[src/rtl/dnsap_pkg.sv]
// shared types and constants for the dns a-record response parser
package dnsap_pkg;

   localparam int unsigned DataWidth     = 8;
   localparam int unsigned AddrWidth     = 32;
   localparam int unsigned PortWidth     = 16;
   localparam int unsigned WordWidth     = 16;
   localparam int unsigned PosWidth      = 4;
   localparam int unsigned LabelWidth    = 6;
   localparam int unsigned OutcomeWidth  = 2;
   localparam int unsigned ReqDataWidth  = 56;
   localparam int unsigned RspDataWidth  = 40;
   localparam int unsigned CsrIndexWidth = 2;
   localparam int unsigned CsrDataWidth  = 32;

   localparam logic [PortWidth-1:0]  DnsPort      = 16'd53;
   localparam logic [WordWidth-1:0]  QrMask       = 16'h8000;
   localparam logic [WordWidth-1:0]  RcodeMask    = 16'h000F;
   localparam logic [DataWidth-1:0]  PointerMask  = 8'hC0;
   localparam logic [DataWidth-1:0]  MaxLabelLen  = 8'd63;
   localparam logic [WordWidth-1:0]  TypeA        = 16'd1;
   localparam logic [WordWidth-1:0]  ClassIn      = 16'd1;
   localparam logic [WordWidth-1:0]  Ipv4Len      = 16'd4;

   // byte positions inside the fixed header and the fixed part of a record
   localparam logic [PosWidth-1:0] PosIdLo      = 4'd1;
   localparam logic [PosWidth-1:0] PosFlagsLo   = 4'd3;
   localparam logic [PosWidth-1:0] PosQdLo      = 4'd5;
   localparam logic [PosWidth-1:0] PosAnLo      = 4'd7;
   localparam logic [PosWidth-1:0] PosHeaderEnd = 4'd11;
   localparam logic [PosWidth-1:0] PosQfixEnd   = 4'd3;
   localparam logic [PosWidth-1:0] PosTypeLo    = 4'd1;
   localparam logic [PosWidth-1:0] PosClassLo   = 4'd3;
   localparam logic [PosWidth-1:0] PosAfixEnd   = 4'd9;
   localparam logic [PosWidth-1:0] PosPointer   = 4'd1;

   // configuration register indexes
   localparam logic [CsrIndexWidth-1:0] CsrServerIp   = 2'd0;
   localparam logic [CsrIndexWidth-1:0] CsrExpectedId = 2'd1;
   localparam logic [CsrIndexWidth-1:0] CsrArmed      = 2'd2;

   // rsp_tdata layout
   localparam int unsigned RspOutcomeLsb = 0;
   localparam int unsigned RspAddrLsb    = 2;

   typedef enum logic [2:0] {
      PH_HEADER = 3'd0,
      PH_QNAME  = 3'd1,
      PH_QFIXED = 3'd2,
      PH_ANAME  = 3'd3,
      PH_AFIXED = 3'd4,
      PH_RDATA  = 3'd5,
      PH_DONE   = 3'd7
   } phase_type;

   typedef enum logic [1:0] {
      V_PENDING  = 2'd0,
      V_RESOLVED = 2'd1,
      V_FAILED   = 2'd2
   } verdict_type;

   typedef enum logic [OutcomeWidth-1:0] {
      OUTCOME_IGNORED  = 2'd0,
      OUTCOME_RESOLVED = 2'd1,
      OUTCOME_FAILED   = 2'd2
   } outcome_type;

   typedef struct packed {
      logic [AddrWidth-1:0] server_ip;
      logic [WordWidth-1:0] expected_id;
      logic                 armed;
   } cfg_type;

   typedef struct packed {
      outcome_type          outcome;
      logic [AddrWidth-1:0] ipv4_result;
   } result_type;

endpackage

[src/rtl/dns_a_response_parser_core.sv]
// top level of the dns a-record response parser: csr registers, parser, result register
// one payload byte per req transfer, one byte accepted every cycle unless req stalls
// the result of a packet is registered and appears on rsp in the cycle after the transfer of its last byte
// req stalls only while a result is held and rsp_tready is low
// synchronous active-high reset clears the csr registers, parse state, settled flag
// and the valid flag of the result register; the result data itself is not reset
module dns_a_response_parser_core (
   input  logic                                 clock,
   input  logic                                 reset,
   input  logic                                 req_tvalid,
   output logic                                 req_tready,
   input  logic [dnsap_pkg::ReqDataWidth-1:0]   req_tdata,  // data_byte, sender_address, sender_port
   input  logic                                 req_tlast,
   output logic                                 rsp_tvalid,
   input  logic                                 rsp_tready,
   output logic [dnsap_pkg::RspDataWidth-1:0]   rsp_tdata,  // outcome, ipv4_result, zero pad
   input  logic                                 csr_wen,
   input  logic [dnsap_pkg::CsrIndexWidth-1:0]  csr_index,
   input  logic [dnsap_pkg::CsrDataWidth-1:0]   csr_wdata
);
   import dnsap_pkg::*;

   cfg_type    cfg_ff, cfg_in;
   logic       clear_settled;
   logic       byte_fire;
   logic       result_valid;
   result_type result;
   logic       space_ok;

   always_comb begin
      cfg_in        = cfg_ff;
      clear_settled = 1'b0;
      if (csr_wen) begin
         unique case (csr_index)
            CsrServerIp:   cfg_in.server_ip   = csr_wdata[AddrWidth-1:0];
            CsrExpectedId: cfg_in.expected_id = csr_wdata[WordWidth-1:0];
            CsrArmed: begin
               cfg_in.armed  = csr_wdata[0];
               clear_settled = 1'b1;
            end
            default: begin
            end
         endcase
      end
   end

   always_ff @(posedge clock) begin
      if (reset) begin
         cfg_ff <= '0;
      end else begin
         cfg_ff <= cfg_in;
      end
   end

   assign req_tready = space_ok;
   assign byte_fire  = req_tvalid && req_tready;

   dnsap_parser u_parser (
      .clock          (clock),
      .reset          (reset),
      .cfg            (cfg_ff),
      .clear_settled  (clear_settled),
      .byte_fire      (byte_fire),
      .data_byte      (req_tdata[7:0]),
      .last_byte      (req_tlast),
      .sender_address (req_tdata[39:8]),
      .sender_port    (req_tdata[55:40]),
      .result_valid   (result_valid),
      .result         (result)
   );

   dnsap_out u_out (
      .clock        (clock),
      .reset        (reset),
      .result_valid (result_valid),
      .result       (result),
      .rsp_tvalid   (rsp_tvalid),
      .rsp_tready   (rsp_tready),
      .rsp_tdata    (rsp_tdata),
      .space_ok     (space_ok)
   );

   // a held result that rsp does not take blocks the next byte
   a_stall_blocks_req : assert property (@(posedge clock) disable iff (reset)
      rsp_tvalid && !rsp_tready |-> !req_tready)
      else $error("req accepted while a result is held");

   // a new result only follows a last-byte transfer
   a_result_after_last : assert property (@(posedge clock) disable iff (reset)
      $rose(rsp_tvalid) |-> $past(req_tvalid && req_tready && req_tlast))
      else $error("result without a last byte");

   // address is zero unless resolved
   a_addr_only_resolved : assert property (@(posedge clock) disable iff (reset)
      rsp_tvalid && rsp_tdata[RspAddrLsb-1:RspOutcomeLsb] != OUTCOME_RESOLVED
         |-> rsp_tdata[RspAddrLsb +: AddrWidth] == '0)
      else $error("address given without resolution");

   a_outcome_code : assert property (@(posedge clock) disable iff (reset)
      rsp_tvalid |-> rsp_tdata[RspAddrLsb-1:RspOutcomeLsb] != 2'b11)
      else $error("undefined outcome code");

endmodule

[src/rtl/dnsap_parser.sv]
// byte-wide parse state machine: header, questions, answers and verdict
module dnsap_parser (
   input  logic                          clock,
   input  logic                          reset,
   input  dnsap_pkg::cfg_type            cfg,
   input  logic                          clear_settled,
   input  logic                          byte_fire,
   input  logic [dnsap_pkg::DataWidth-1:0] data_byte,
   input  logic                          last_byte,
   input  logic [dnsap_pkg::AddrWidth-1:0] sender_address,
   input  logic [dnsap_pkg::PortWidth-1:0] sender_port,
   output logic                          result_valid,
   output dnsap_pkg::result_type         result
);
   import dnsap_pkg::*;

   phase_type              phase_ff,    phase_in;
   logic [PosWidth-1:0]    pos_ff,      pos_in;
   logic                   drop_ff,     drop_in;
   logic [WordWidth-1:0]   word_ff,     word_in;
   logic [WordWidth-1:0]   qleft_ff,    qleft_in;
   logic [WordWidth-1:0]   aleft_ff,    aleft_in;
   logic [LabelWidth-1:0]  label_ff,    label_in;
   logic [WordWidth-1:0]   rtype_ff,    rtype_in;
   logic [WordWidth-1:0]   rclass_ff,   rclass_in;
   logic [WordWidth-1:0]   rdleft_ff,   rdleft_in;
   logic [AddrWidth-1:0]   addr_ff,     addr_in;
   verdict_type            verdict_ff,  verdict_in;
   logic                   settled_ff,  settled_in;

   logic [WordWidth-1:0]   word_next;
   logic [WordWidth-1:0]   q_dec;
   logic [WordWidth-1:0]   a_dec;
   logic [WordWidth-1:0]   rd_dec;
   phase_type              name_next;

   assign word_next = {word_ff[WordWidth-DataWidth-1:0], data_byte};
   assign q_dec     = qleft_ff - 1'b1;
   assign a_dec     = aleft_ff - 1'b1;
   assign rd_dec    = rdleft_ff - 1'b1;
   assign name_next = (phase_ff == PH_QNAME) ? PH_QFIXED : PH_AFIXED;

   always_comb begin
      phase_in     = phase_ff;
      pos_in       = pos_ff;
      drop_in      = drop_ff;
      word_in      = word_ff;
      qleft_in     = qleft_ff;
      aleft_in     = aleft_ff;
      label_in     = label_ff;
      rtype_in     = rtype_ff;
      rclass_in    = rclass_ff;
      rdleft_in    = rdleft_ff;
      addr_in      = addr_ff;
      verdict_in   = verdict_ff;
      settled_in   = clear_settled ? 1'b0 : settled_ff;
      result_valid = 1'b0;
      result       = '{outcome: OUTCOME_IGNORED, ipv4_result: '0};

      if (byte_fire) begin
         if (!cfg.armed || settled_ff || sender_address != cfg.server_ip ||
             sender_port != DnsPort) begin
            drop_in = 1'b1;
         end
         if (!drop_in) begin
            unique case (phase_ff)
               PH_HEADER: begin
                  word_in = word_next;
                  if (pos_ff == PosIdLo && word_next != cfg.expected_id) begin
                     drop_in = 1'b1;
                  end
                  if (pos_ff == PosFlagsLo &&
                      ((word_next & QrMask) == '0 || (word_next & RcodeMask) != '0)) begin
                     verdict_in = V_FAILED;
                  end
                  if (pos_ff == PosQdLo) qleft_in = word_next;
                  if (pos_ff == PosAnLo) aleft_in = word_next;
                  pos_in = pos_ff + 1'b1;
                  if (pos_ff == PosHeaderEnd) begin
                     pos_in = '0;
                     if (verdict_in == V_FAILED) begin
                        phase_in = PH_DONE;
                     end else if (qleft_ff != '0) begin
                        phase_in = PH_QNAME;
                     end else if (aleft_ff == '0) begin
                        verdict_in = V_FAILED;
                        phase_in   = PH_DONE;
                     end else begin
                        phase_in = PH_ANAME;
                        label_in = '0;
                     end
                  end
               end
               PH_QNAME, PH_ANAME: begin
                  if (pos_ff == PosPointer) begin
                     // second byte of a compression pointer ends the name
                     pos_in   = '0;
                     phase_in = name_next;
                  end else if (label_ff != '0) begin
                     label_in = label_ff - 1'b1;
                  end else if (data_byte == '0) begin
                     pos_in   = '0;
                     phase_in = name_next;
                  end else if ((data_byte & PointerMask) == PointerMask) begin
                     pos_in = PosPointer;
                  end else if (data_byte > MaxLabelLen) begin
                     verdict_in = V_FAILED;
                     phase_in   = PH_DONE;
                  end else begin
                     label_in = data_byte[LabelWidth-1:0];
                  end
               end
               PH_QFIXED: begin
                  pos_in = pos_ff + 1'b1;
                  if (pos_ff == PosQfixEnd) begin
                     pos_in   = '0;
                     qleft_in = q_dec;
                     if (q_dec != '0) begin
                        phase_in = PH_QNAME;
                     end else if (aleft_ff == '0) begin
                        verdict_in = V_FAILED;
                        phase_in   = PH_DONE;
                     end else begin
                        phase_in = PH_ANAME;
                        label_in = '0;
                     end
                  end
               end
               PH_AFIXED: begin
                  word_in = word_next;
                  if (pos_ff == PosTypeLo)  rtype_in  = word_next;
                  if (pos_ff == PosClassLo) rclass_in = word_next;
                  pos_in = pos_ff + 1'b1;
                  if (pos_ff == PosAfixEnd) begin
                     pos_in    = '0;
                     rdleft_in = word_next;
                     addr_in   = '0;
                     // only an in-class a record of four bytes keeps its type
                     if (!(rtype_ff == TypeA && rclass_ff == ClassIn && word_next == Ipv4Len)) begin
                        rtype_in = '0;
                     end
                     if (word_next == '0) begin
                        aleft_in = a_dec;
                        if (a_dec == '0) begin
                           verdict_in = V_FAILED;
                           phase_in   = PH_DONE;
                        end else begin
                           phase_in = PH_ANAME;
                           label_in = '0;
                        end
                     end else begin
                        phase_in = PH_RDATA;
                     end
                  end
               end
               PH_RDATA: begin
                  rdleft_in = rd_dec;
                  if (rtype_ff == TypeA) begin
                     addr_in = {addr_ff[AddrWidth-DataWidth-1:0], data_byte};
                  end
                  if (rd_dec == '0) begin
                     if (rtype_ff == TypeA) begin
                        verdict_in = V_RESOLVED;
                        phase_in   = PH_DONE;
                     end else begin
                        aleft_in = a_dec;
                        if (a_dec == '0) begin
                           verdict_in = V_FAILED;
                           phase_in   = PH_DONE;
                        end else begin
                           phase_in = PH_ANAME;
                           pos_in   = '0;
                           label_in = '0;
                        end
                     end
                  end
               end
               default: begin
               end
            endcase
         end

         if (last_byte) begin
            result_valid = 1'b1;
            // a packet still in its header is too short to count
            if (!drop_in && phase_in != PH_HEADER) begin
               if (verdict_in == V_RESOLVED) begin
                  result.outcome     = OUTCOME_RESOLVED;
                  result.ipv4_result = addr_in;
               end else begin
                  result.outcome = OUTCOME_FAILED;
               end
               settled_in = 1'b1;
            end
            phase_in   = PH_HEADER;
            pos_in     = '0;
            drop_in    = 1'b0;
            word_in    = '0;
            qleft_in   = '0;
            aleft_in   = '0;
            label_in   = '0;
            rtype_in   = '0;
            rclass_in  = '0;
            rdleft_in  = '0;
            addr_in    = '0;
            verdict_in = V_PENDING;
         end
      end
   end

   always_ff @(posedge clock) begin
      if (reset) begin
         phase_ff   <= PH_HEADER;
         pos_ff     <= '0;
         drop_ff    <= 1'b0;
         word_ff    <= '0;
         qleft_ff   <= '0;
         aleft_ff   <= '0;
         label_ff   <= '0;
         rtype_ff   <= '0;
         rclass_ff  <= '0;
         rdleft_ff  <= '0;
         addr_ff    <= '0;
         verdict_ff <= V_PENDING;
         settled_ff <= 1'b0;
      end else begin
         phase_ff   <= phase_in;
         pos_ff     <= pos_in;
         drop_ff    <= drop_in;
         word_ff    <= word_in;
         qleft_ff   <= qleft_in;
         aleft_ff   <= aleft_in;
         label_ff   <= label_in;
         rtype_ff   <= rtype_in;
         rclass_ff  <= rclass_in;
         rdleft_ff  <= rdleft_in;
         addr_ff    <= addr_in;
         verdict_ff <= verdict_in;
         settled_ff <= settled_in;
      end
   end

endmodule

[src/rtl/dnsap_out.sv]
// result register between the parser and the rsp channel
module dnsap_out (
   input  logic                                clock,
   input  logic                                reset,
   input  logic                                result_valid,
   input  dnsap_pkg::result_type               result,
   output logic                                rsp_tvalid,
   input  logic                                rsp_tready,
   output logic [dnsap_pkg::RspDataWidth-1:0]  rsp_tdata,
   output logic                                space_ok
);
   import dnsap_pkg::*;

   logic       valid_ff, valid_in;
   result_type data_ff,  data_in;

   // the register frees up in the same cycle its result is taken
   assign space_ok = !valid_ff || rsp_tready;

   always_comb begin
      valid_in = valid_ff;
      data_in  = data_ff;
      if (result_valid) begin
         valid_in = 1'b1;
         data_in  = result;
      end else if (rsp_tready) begin
         valid_in = 1'b0;
      end
   end

   always_ff @(posedge clock) begin
      if (reset) begin
         valid_ff <= 1'b0;
      end else begin
         valid_ff <= valid_in;
      end
   end

   always_ff @(posedge clock) begin
      data_ff <= data_in;
   end

   assign rsp_tvalid = valid_ff;
   assign rsp_tdata  = {{(RspDataWidth - OutcomeWidth - AddrWidth){1'b0}},
                        data_ff.ipv4_result, data_ff.outcome};

endmodule
[config.mk]
export PLATFORM = sky130hd
export DESIGN_NAME = dns_a_response_parser_core
export DESIGN_NICKNAME = d
export VERILOG_FILES = /design/src/rtl/dnsap_pkg.sv /design/src/rtl/dns_a_response_parser_core.sv /design/src/rtl/dnsap_parser.sv /design/src/rtl/dnsap_out.sv
export SDC_FILE = /design/constraint.sdc
export NUM_CORES = 1
export LEC_CHECK = 0
export BUFFER_PORTS_ARGS = -buffer_cell sky130_fd_sc_hd__buf_2
export CAP_MARGIN = 40
export CORE_MARGIN = 2
export CORE_UTILIZATION = 30
export CTS_BUF_LIST = sky130_fd_sc_hd__clkbuf_4
export CTS_CLUSTER_SIZE = 10
export DETAILED_ROUTE_END_ITERATION = 10
export MAX_ROUTING_LAYER = met4
export PLACE_DENSITY = 0.56
export RECOVER_POWER = 50
export SETUP_SLACK_MARGIN = 0.1
export SLEW_MARGIN = 20
export SYNTH_ARGS = -nofsm -noshare
export SYNTH_HDL_FRONTEND = slang
export SYNTH_SLANG_ARGS = --single-unit
[constraint.sdc]
create_clock -name clock -period 8.4 [get_ports clock]
set_input_delay 2.1 -clock clock [delete_from_list [all_inputs] [get_ports clock]]
set_output_delay 2.1 -clock clock [all_outputs]
set_load 0.01 [all_outputs]
Word-level counts from Yosys, hierarchy flattened
Cells that the tools add are included.
Storage, ports and cells
  flip-flop bits (word level): 221
  bits of input ports: 96
  output and inout bits: 42
  logic and storage cells: 247
Operators by class
  add/sub/neg operators: 5
  magnitude comparators: 1
  eq/ne operators: 41
  mux-type cells: 131
  reduce and logical (&&, ||, !) cells: 50
Operator list (number)
  16-bit two-way mux: 24
  32-bit two-way mux: 4
  6-bit two-way mux: 18
  16-bit zero test: 5
  16-bit case mux with 2 select lines: 2
  32-bit case mux with 2 select lines: 1
  3-bit two-way mux: 20
  2-bit two-way mux: 25
  4-bit two-way mux: 12
  16-bit case mux with 3 select lines: 1
  16-bit nonzero test: 3
  16-bit by 1-bit subtractor with 16-bit output (second input constant): 3
  16-bit by 1-bit == test with 1-bit output (second input constant): 2
  32-bit inequality test: 1
  6-bit case mux with 5 select lines: 1
  8-bit two-way mux: 3
  3-bit by 2-bit inequality test with 1-bit output (second input constant): 7
  4-bit case mux with 5 select lines: 1
  3-bit inequality test (second input constant): 6
  1-bit two-way mux: 17
  16-bit by 3-bit == test with 1-bit output (second input constant): 1
  16-bit inequality test: 1
  16-bit by 6-bit inequality test with 1-bit output (second input constant): 1
  4-bit by 3-bit inequality test with 1-bit output (second input constant): 4
  other kinds (33): 65

Depth between registers and ports, before layout
Gate-level depths: netlist of run 1.
  word-level depth: 19
  mapped depth: 14
  gate-level depth less buffers: 10

Hierarchy
Synthesis of run 1 repeated with hierarchy kept, for this count alone.
Unflattened totals
  cell total of the unflattened synthesis: 1518
  area, all modules: 12678.4 um^2
By module, submodules not included
  dnsap_parser: times used 1, cells an instance 1275, area each 9425.3 um^2
  dns_a_response_parser_core: times used 1, cells an instance 198, area each 2137.0 um^2
  dnsap_out: times used 1, cells an instance 45, area each 1116.1 um^2

Least setup slack after synthesis of run 1
No wires, ideal clock.
  path kind: input to register
  from: input req_tdata[4] (netlist bit)
  to: register u_out.data_ff, in the netlist u_out.rsp_tdata[10], data pin
  setup time: 260 ps
  arrival: 4566 ps
  path slack: 3575 ps
  stages: 10
  cells stage by stage: clkbuf_1 > or4_1 > nor4_1 > nor2_1 > a22o_1 > nor4_1 > a21boi_0 > o31ai_4 > buf_4 > a211oi_2
On the way
  longest elaborated chain between the ends: 12
RTL lines
  start, declared: line dns_a_response_parser_core.sv:12  | input logic [dnsap_pkg::ReqDataWidth-1:0] req_tdata,
  8-bit by 6-bit greater-than comparator with 1-bit output: line dnsap_parser.sv:106  | end else if (data_byte > MaxLabelLen) begin
  3-bit two-way mux: line dnsap_parser.sv:106
  3-bit two-way mux: line dnsap_parser.sv:104  | end else if ((data_byte & PointerMask) == PointerMask) begin
  3-bit two-way mux: line dnsap_parser.sv:101  | end else if (data_byte == '0) begin
  3-bit two-way mux: line dnsap_parser.sv:99  | end else if (label_ff != '0) begin
  3-bit two-way mux: line dnsap_parser.sv:95  | if (pos_ff == PosPointer) begin
  3-bit case mux with 5 select lines: line dnsap_parser.sv:66  | unique case (phase_ff)
  3-bit two-way mux: line dnsap_parser.sv:65  | if (!drop_in) begin
  3-bit two-way mux: line dnsap_parser.sv:60  | if (byte_fire) begin
  3-bit nonzero test: line dnsap_parser.sv:186  | if (!drop_in && phase_in != PH_HEADER) begin
  1-bit logical AND: line dnsap_parser.sv:186
  4-bit AND reduction (no line) *
  end signal, assigned: line dnsap_out.sv:40  | data_ff <= data_in;
  end, declared: line dnsap_out.sv:15  | result_type data_ff, data_in;
Every way passes the cells marked *; elsewhere a longest branch is shown, timed or not. The select of a mux whose other input is x is not followed.
A chain may end at the register's enable or synchronous reset.

==> results.yml, run 1 <==
yosys:
  synth_top_family_by_area: "simple AND/OR/NAND/NOR gates"
  async_flop_share_pct: 0
  synth.mux.area_fraction_pct: 1.05
  yosysTopAreaCell: "dfxtp_1"
  ys_types: 83
  netlist_area_mm2: 0.0123
  synth_edf_count: 34
  synth_ff_type: "dfxtp_1"
  synth_area_leaders: "dfxtp_1 (30%), edfxtp_1 (8.3%), nand2_1 (8.2%)"
  synth-simple-area-share_pct: 26.7
  synth-compound-area-share_pct: 22.2
  yosys.area_share.adder_pct: 0.913
  ys_ff_latch: 221
  synthXorXnorAreaFrac_pct: 4.97
  yosys_warnings: 0
  netlist.area_leader.share_pct: 30.3
  ys_seq_area_share_pct: 38.6
  syn-instance-count: 1567
  avgSynthCellArea_um2: 7.87
global_routing:
  overflow: 0
  antenna_found_initial: 1
  grt_usage_pct: 19.6
  grt_pass1_vias: 11489
  grt_pass1_wl_mm: 64.7
  grt_max_degree: 107
timing:
  slew_headroom_pct: -128
  fmax_mhz: 163
  rsz0062_at_grt: "no"
  hold_viol: 0
  finalSetupTns_ns: 0
  fin_crit_sh_pct: 73.1
  skew_ns: 0.0705
  tightestPinTransition_ns: 3.42
  setup_violations: 0
  period_needed_ns: 6.14
  slew_violations: 209
min_path:
  whs_path_depth: 2
  hold_path_class: "reg2reg"
clocking:
  clkSlewWorstSetupHoldPaths_ns: 0.06
  clk_path_buf_depth: 3
  cts_tree: "built"
  cts_hold_buf: 0
  cts-root-buf: "clkbuf_4"
  clock_latency_ns: 0.76
  htree_num_levels: 2
  ctsResizeCount: 0
  cts_buffers: 61
  cts_setup_buffers: 0
  clock-sinks: 221
layout:
  final_cells: 2241
  final_cell_mix: "nand2_1 (270), dfxtp_1 (187), a21oi_1 (154)"
  mostFrequentLayoutCell: "nand2_1"
  drive_gt1_share_pct: 16.7
  final_nets: 1765
  area_delta_synth_final_pct: 14.2
place:
  hpwl_mm: 27.1
  dp.cells: 2128
  gp_congestion: 0.906
  portBuffers: 131
status:
  violations: "max-capacitance violations, max-slew violations"
  run_status: "finished with violations"
pwr:
  leakage_nw: 4.95
  ir_drop_v: 0.000115
  powerDensity_mw_per_mm2: 167
detailed_routing:
  dr.first_iter.drc_count: 1008
  drtPass1Iterations: 6
  routed_wl_mm: 41.2
  wl_per_cell_um: 18.4
  viasPerCell: 5.43
  postRouteAntennaNets: 0
  routed-via-count: 12172
  drc_errors: 0
worst_setup_path:
  cp.buffers_inverters: 3
  crit_arrival_ns: 6.74
  crit_chain: "buf_6 > clkbuf_2 > clkbuf_1 > nor2_1 > nand4_1 > nand2_1"
  regToRegSetupSlack_ns: 4.18
  rr_worst_depth: 11
  cp.depth: 6
  critical_path_class: "in2reg"
  cpMaxStageDelayCell: "clkbuf_1"
  endpoint_kind: "flip-flop"
  start_kind: "primary input"
  required_ns: 9.00
  max_stage_delay_ns: 2.51
  cp_top_family: "buffers and inverters"
  path_max_fanout: 96
floorplan:
  die_area_mm2: 0.0428
  rows: 74
  pin_count: 138
  die_y_um: 207
  die-width_um: 207
  start_util_pct: 30.3
  core_mm2: 0.0407
run:
  max-cap-violations: 3
[sequential cells by signal, indices dropped and copies added (netlist names)]
| signal | cells |
|---|---|
| u_parser.pos_ff | 4 |
| u_parser.rdleft_ff | 16 |
| cfg_ff | 49 |
| u_parser.phase_ff | 3 |
| u_parser.addr_ff | 32 |
| u_parser.word_ff | 8 |
| u_out.rsp_tdata | 34 |
| u_parser.drop_ff | 1 |
| u_parser.label_ff | 6 |
| u_parser.settled_ff | 1 |
| u_parser.verdict_ff | 2 |
| u_parser.qleft_ff | 16 |
| u_parser.rclass_ff | 16 |
| u_parser.rtype_ff | 16 |
| u_out.rsp_tvalid | 1 |
| u_parser.aleft_ff | 16 |
[worst reg2reg max path, stage by stage (launching register included)]
cell and delay [ns]:
dfxtp_1 0.41, inv_1 0.16, ha_1 0.39, nor3b_1 0.43, a31oi_1 0.18, a2111oi_0 0.46
o2111ai_1 0.49, o31a_1 0.44, o2111a_1 0.28, o32ai_4 0.10, buf_4 0.51, a211oi_1 0.15
[per-stage QoR]
step	hold slack, ns	util (%)	setup slack, ns	total power [mW]	instance area (µm²)
floorplan	0.431	-	3.57	1.27	12400
global placement	0.449	32.6	2.92	1.36	13300
detailed placement	0.459	32.7	2.80	1.37	13300
CTS	0.469	34.7	3.57	2.39	14100
global route	0.480	34.6	1.94	2.48	14100
finish	0.468	34.6	2.26	2.36	14100
[per-layer routing]
| metal | part of all wire (%) | track usage, % | wire length (µm) | up-vias |
|---|---|---|---|---|
| met1 | 44 | 25.9 | 18300 | 5812 |
| met5 | 0 | - | 0 | - |
| li1 | - | - | - | 5821 |
| met2 | 46 | 30.8 | 19100 | 458 |
| met4 | 2.2 | 5.57 | 922 | 0 |
| met3 | 6.8 | 3.28 | 2820 | 81 |
[report_power, final]
| group | internal, mW | total, mW | switching [mW] |
|---|---|---|---|
| combinational | 0.0772 | 0.228 | 0.150 |
| clock | 0.538 | 1.01 | 0.477 |
| sequential | 1.09 | 1.11 | 0.0204 |
| total | 1.71 | 2.36 | 0.647 |
[cell families (layout without fill, tap and decap cells)]
logic type,Yosys count,count (layout)
compound gates,408,408
xor+xnor,70,70
fa+ha+maj,9,9
buf+inv,162,298
flops,221,221
mux,13,13
other cells,1,7
simple gates,683,683
[area by class of cell]
type | count | area (µm²)
tap | 532 | 666
sequential | 221 | 4760
clock inverter | 17 | 101
clock buffer | 94 | 706
inverter | 24 | 90.1
antenna | 1 | 2.50
multi-input combinational | 1189 | 6920
timing repair buffer | 163 | 842
fill | 4398 | 26600
[cells in the mapped netlist, types with 7 or more instances]
cell type  number
nand4_1        22
a22oi_1        50
and2_1          8
o211ai_1       14
a211oi_1        9
dfxtp_1       187
nor3b_1        12
o21ai_0        67
nand3_1        25
or3_1          20
nor4_1         45
nor3_1         35
a31oi_1        14
edfxtp_1       34
a211oi_2       28
a21oi_1       154
or4_1          15
nor2b_1        16
ha_1            9
nor2_1        150
mux2i_1        13
o31ai_1        10
buf_4           8
xnor2_1        16
clkbuf_1      118
nand2b_1       12
nand2_1       270
xor2_1         54
or2_2           7
inv_1          24
[path summary, 6_finish.rpt]
check | start | end
max | reset | u_parser.pos_ff[1]
min | cfg_ff[33] | cfg_ff[33]
max reg2reg | u_parser.rdleft_ff[0] | u_out.rsp_tdata[2]
min reg2reg | cfg_ff[33] | cfg_ff[33]
Power figures use the tool's default switching activity.
==> run 2, diff against run 1 <==
==> constraint.sdc (replaced) <==
create_clock -name clock -period 6.31 [get_ports clock]
set_input_delay 1.5775 -clock clock [delete_from_list [all_inputs] [get_ports clock]]
set_output_delay 1.5775 -clock clock [all_outputs]
set_load 0.01 [all_outputs]
==> run 2 against run 1 <==
Effect of this change:
- final area rose by 0.75%
- routed wire length fell by 2.1%
- final cell count up 0.31%
- worst hold slack lost 0.0083 ns
- critical path depth is the same
- via count down 1.4%
- non-clock buffer count grew 8
- clock-buffer cell count down 2
- sequential power up 33%
- register-to-register slack lost 2.1 ns
- combinational power rose by 37%
- the run still ends with max-capacitance violations, max-slew violations left
==> results.yml, run 2 (synthesis gave the netlist of run 1 again) <==
timing:
  period_needed_ns: 4.91
  skew_ns: 0.0408
  hold_viol: 0
  slew_headroom_pct: -125
  tightestPinTransition_ns: 3.38
  fmax_mhz: 204
  setup_violations: 0
  fin_crit_sh_pct: 77.8
  finalSetupTns_ns: 0
  rsz0062_at_grt: "no"
  slew_violations: 114
clocking:
  clkSlewWorstSetupHoldPaths_ns: 0.07
  cts_setup_buffers: 0
  cts_hold_buf: 0
  clock-sinks: 221
  cts_buffers: 59
  cts_tree: "built"
  ctsResizeCount: 0
  htree_num_levels: 2
  clk_path_buf_depth: 3
  cts-root-buf: "clkbuf_4"
  clock_latency_ns: 0.74
detailed_routing:
  routed-via-count: 12001
  wl_per_cell_um: 17.9
  drc_errors: 0
  postRouteAntennaNets: 0
  drtPass1Iterations: 5
  viasPerCell: 5.34
  routed_wl_mm: 40.3
  dr.first_iter.drc_count: 852
min_path:
  hold_path_end: "u_parser.label_ff[1]"
  min_from: "u_parser.label_ff[1]"
  hold_path_class: "reg2reg"
  whs_path_depth: 2
worst_setup_path:
  start_kind: "primary input"
  rr_endpoint: "u_out.rsp_tdata[4]"
  rr_worst_depth: 11
  cpMaxStageDelayCell: "clkbuf_1"
  crit_arrival_ns: 5.53
  max_stage_delay_ns: 2.41
  regToRegSetupSlack_ns: 2.08
  crit_chain: "clkbuf_1 > clkbuf_1 > clkbuf_1 > nor2_1 > nand4_1 > nand2_1"
  r2r_start: "u_parser.rdleft_ff[0]"
  required_ns: 6.93
  critical_path.most_common_cell: "clkbuf_1"
  endpoint_kind: "flip-flop"
  critical_path_class: "in2reg"
  path_max_fanout: 77
floorplan:
  pin_count: 138
  die_y_um: 207
  rows: 74
  core_mm2: 0.0407
  start_util_pct: 30.3
  die-width_um: 207
  die_area_mm2: 0.0428
global_routing:
  grt_max_degree: 103
  antenna_found_initial: 1
  grt_pass1_vias: 11295
  grt_usage_pct: 19.1
  grt_pass1_wl_mm: 63.2
  overflow: 0
layout:
  final_cells: 2248
  fin_util_pct: 34.9
  fill_cells: 4381
  layout.area.seq_mm2: 0.00476
  mostFrequentLayoutCell: "nand2_1"
  final_nets: 1771
  top_register: "cfg_ff"
  largest_reg_flops: 49
  multi_input_area_mm2: 0.00692
  area_delta_synth_final_pct: 15.1
  final_cell_mix: "nand2_1 (270), dfxtp_1 (187), a21oi_1 (154)"
  drive_gt1_share_pct: 16.7
status:
  run_status: "finished with violations"
  violations: "max-capacitance violations, max-slew violations"
pwr:
  switching_share_pct: 26.8
  share_comb_of_total_power_pct: 9.9
  powerDensity_mw_per_mm2: 222
  p_total_mw: 3.15
  ir_drop_v: 0.000127
  internal_power_mw: 2.31
  leakage_nw: 5.00
  pwr-share-clk_pct: 43.2
  net-switching-power_uw: 846
  seq_power_share_pct: 46.9
place:
  hpwl_mm: 27.1
  dp.cells: 2135
  gp_congestion: 0.961
  portBuffers: 131
run:
  max-cap-violations: 2
[run 2: changes by cell type in the layout (fill, tap and decap cells not counted), moves of 2 or more]
| cell | delta |
|---|---|
| buf_16 | +2 |
| clkbuf_4 | -2 |
| clkbuf_1 | +4 |
| buf_2 | -3 |
| buf_4 | +6 |
[run 2: layout make-up]
type                    instances  area share [%]
clock buffers                  92            4.86
clock inverters                17           0.872
flip-flops and latches        221            33.6
multi-input cells            1189            48.7
diodes                          2          0.0352
inverters                      24           0.634
well taps                     532            4.69
repair buffers                171            6.60
[run 2: power groups by stage]
| stage | clock network (mW) | registers [mW] | logic (mW) |
|---|---|---|---|
| after global routing | 1.48 | 1.48 | 0.344 |
| after floorplan | 0 | 1.51 | 0.191 |
| after global placement | 0 | 1.51 | 0.306 |
| after detailed placement | 0 | 1.51 | 0.313 |
| final | 1.36 | 1.48 | 0.313 |
| after CTS | 1.40 | 1.48 | 0.314 |
[run 2: worst max path at each step]
| stage | from | to | cells after the start |
|---|---|---|---|
| after floorplan | req_tdata[4] | u_out.rsp_tdata[10] | 10 |
| after global placement | req_tdata[41] | u_parser.aleft_ff[15] | 9 |
| after global routing | reset | u_parser.pos_ff[1] | 6 |
| final | reset | u_parser.pos_ff[1] | 6 |
| after detailed placement | req_tdata[4] | u_out.rsp_tdata[4] | 10 |
| after CTS | u_parser.rdleft_ff[0] | u_out.rsp_tdata[2] | 11 |
[run 2: layer usage]
| metal | GRT usage [%] | part of all wire, % | up-vias | wire length [µm] |
|---|---|---|---|---|
| met5 | - | 0 | - | 0 |
| met4 | 5.93 | 1.9 | 0 | 752 |
| met3 | 2.78 | 5.5 | 57 | 2220 |
| met2 | 29.6 | 46 | 391 | 18700 |
| met1 | 25.7 | 46 | 5714 | 18700 |
| li1 | - | - | 5839 | - |
[run 2: worst max-delay path, delay by kind of cell]
family / cells / cell delay, ns
buffers and inverters: 3 / 3.60
and+or+nand+nor: 3 / 0.32
[run 2: through the flow]
step / instance area [µm²] / hold WS (ns) / worst slack (ns)
floorplan: 12400 / 0.431 / 2.01
global placement: 13300 / 0.449 / 1.35
detailed placement: 13400 / 0.449 / 1.41
CTS: 14200 / 0.457 / 2.04
global route: 14200 / 0.484 / 1.04
finish: 14200 / 0.460 / 1.40
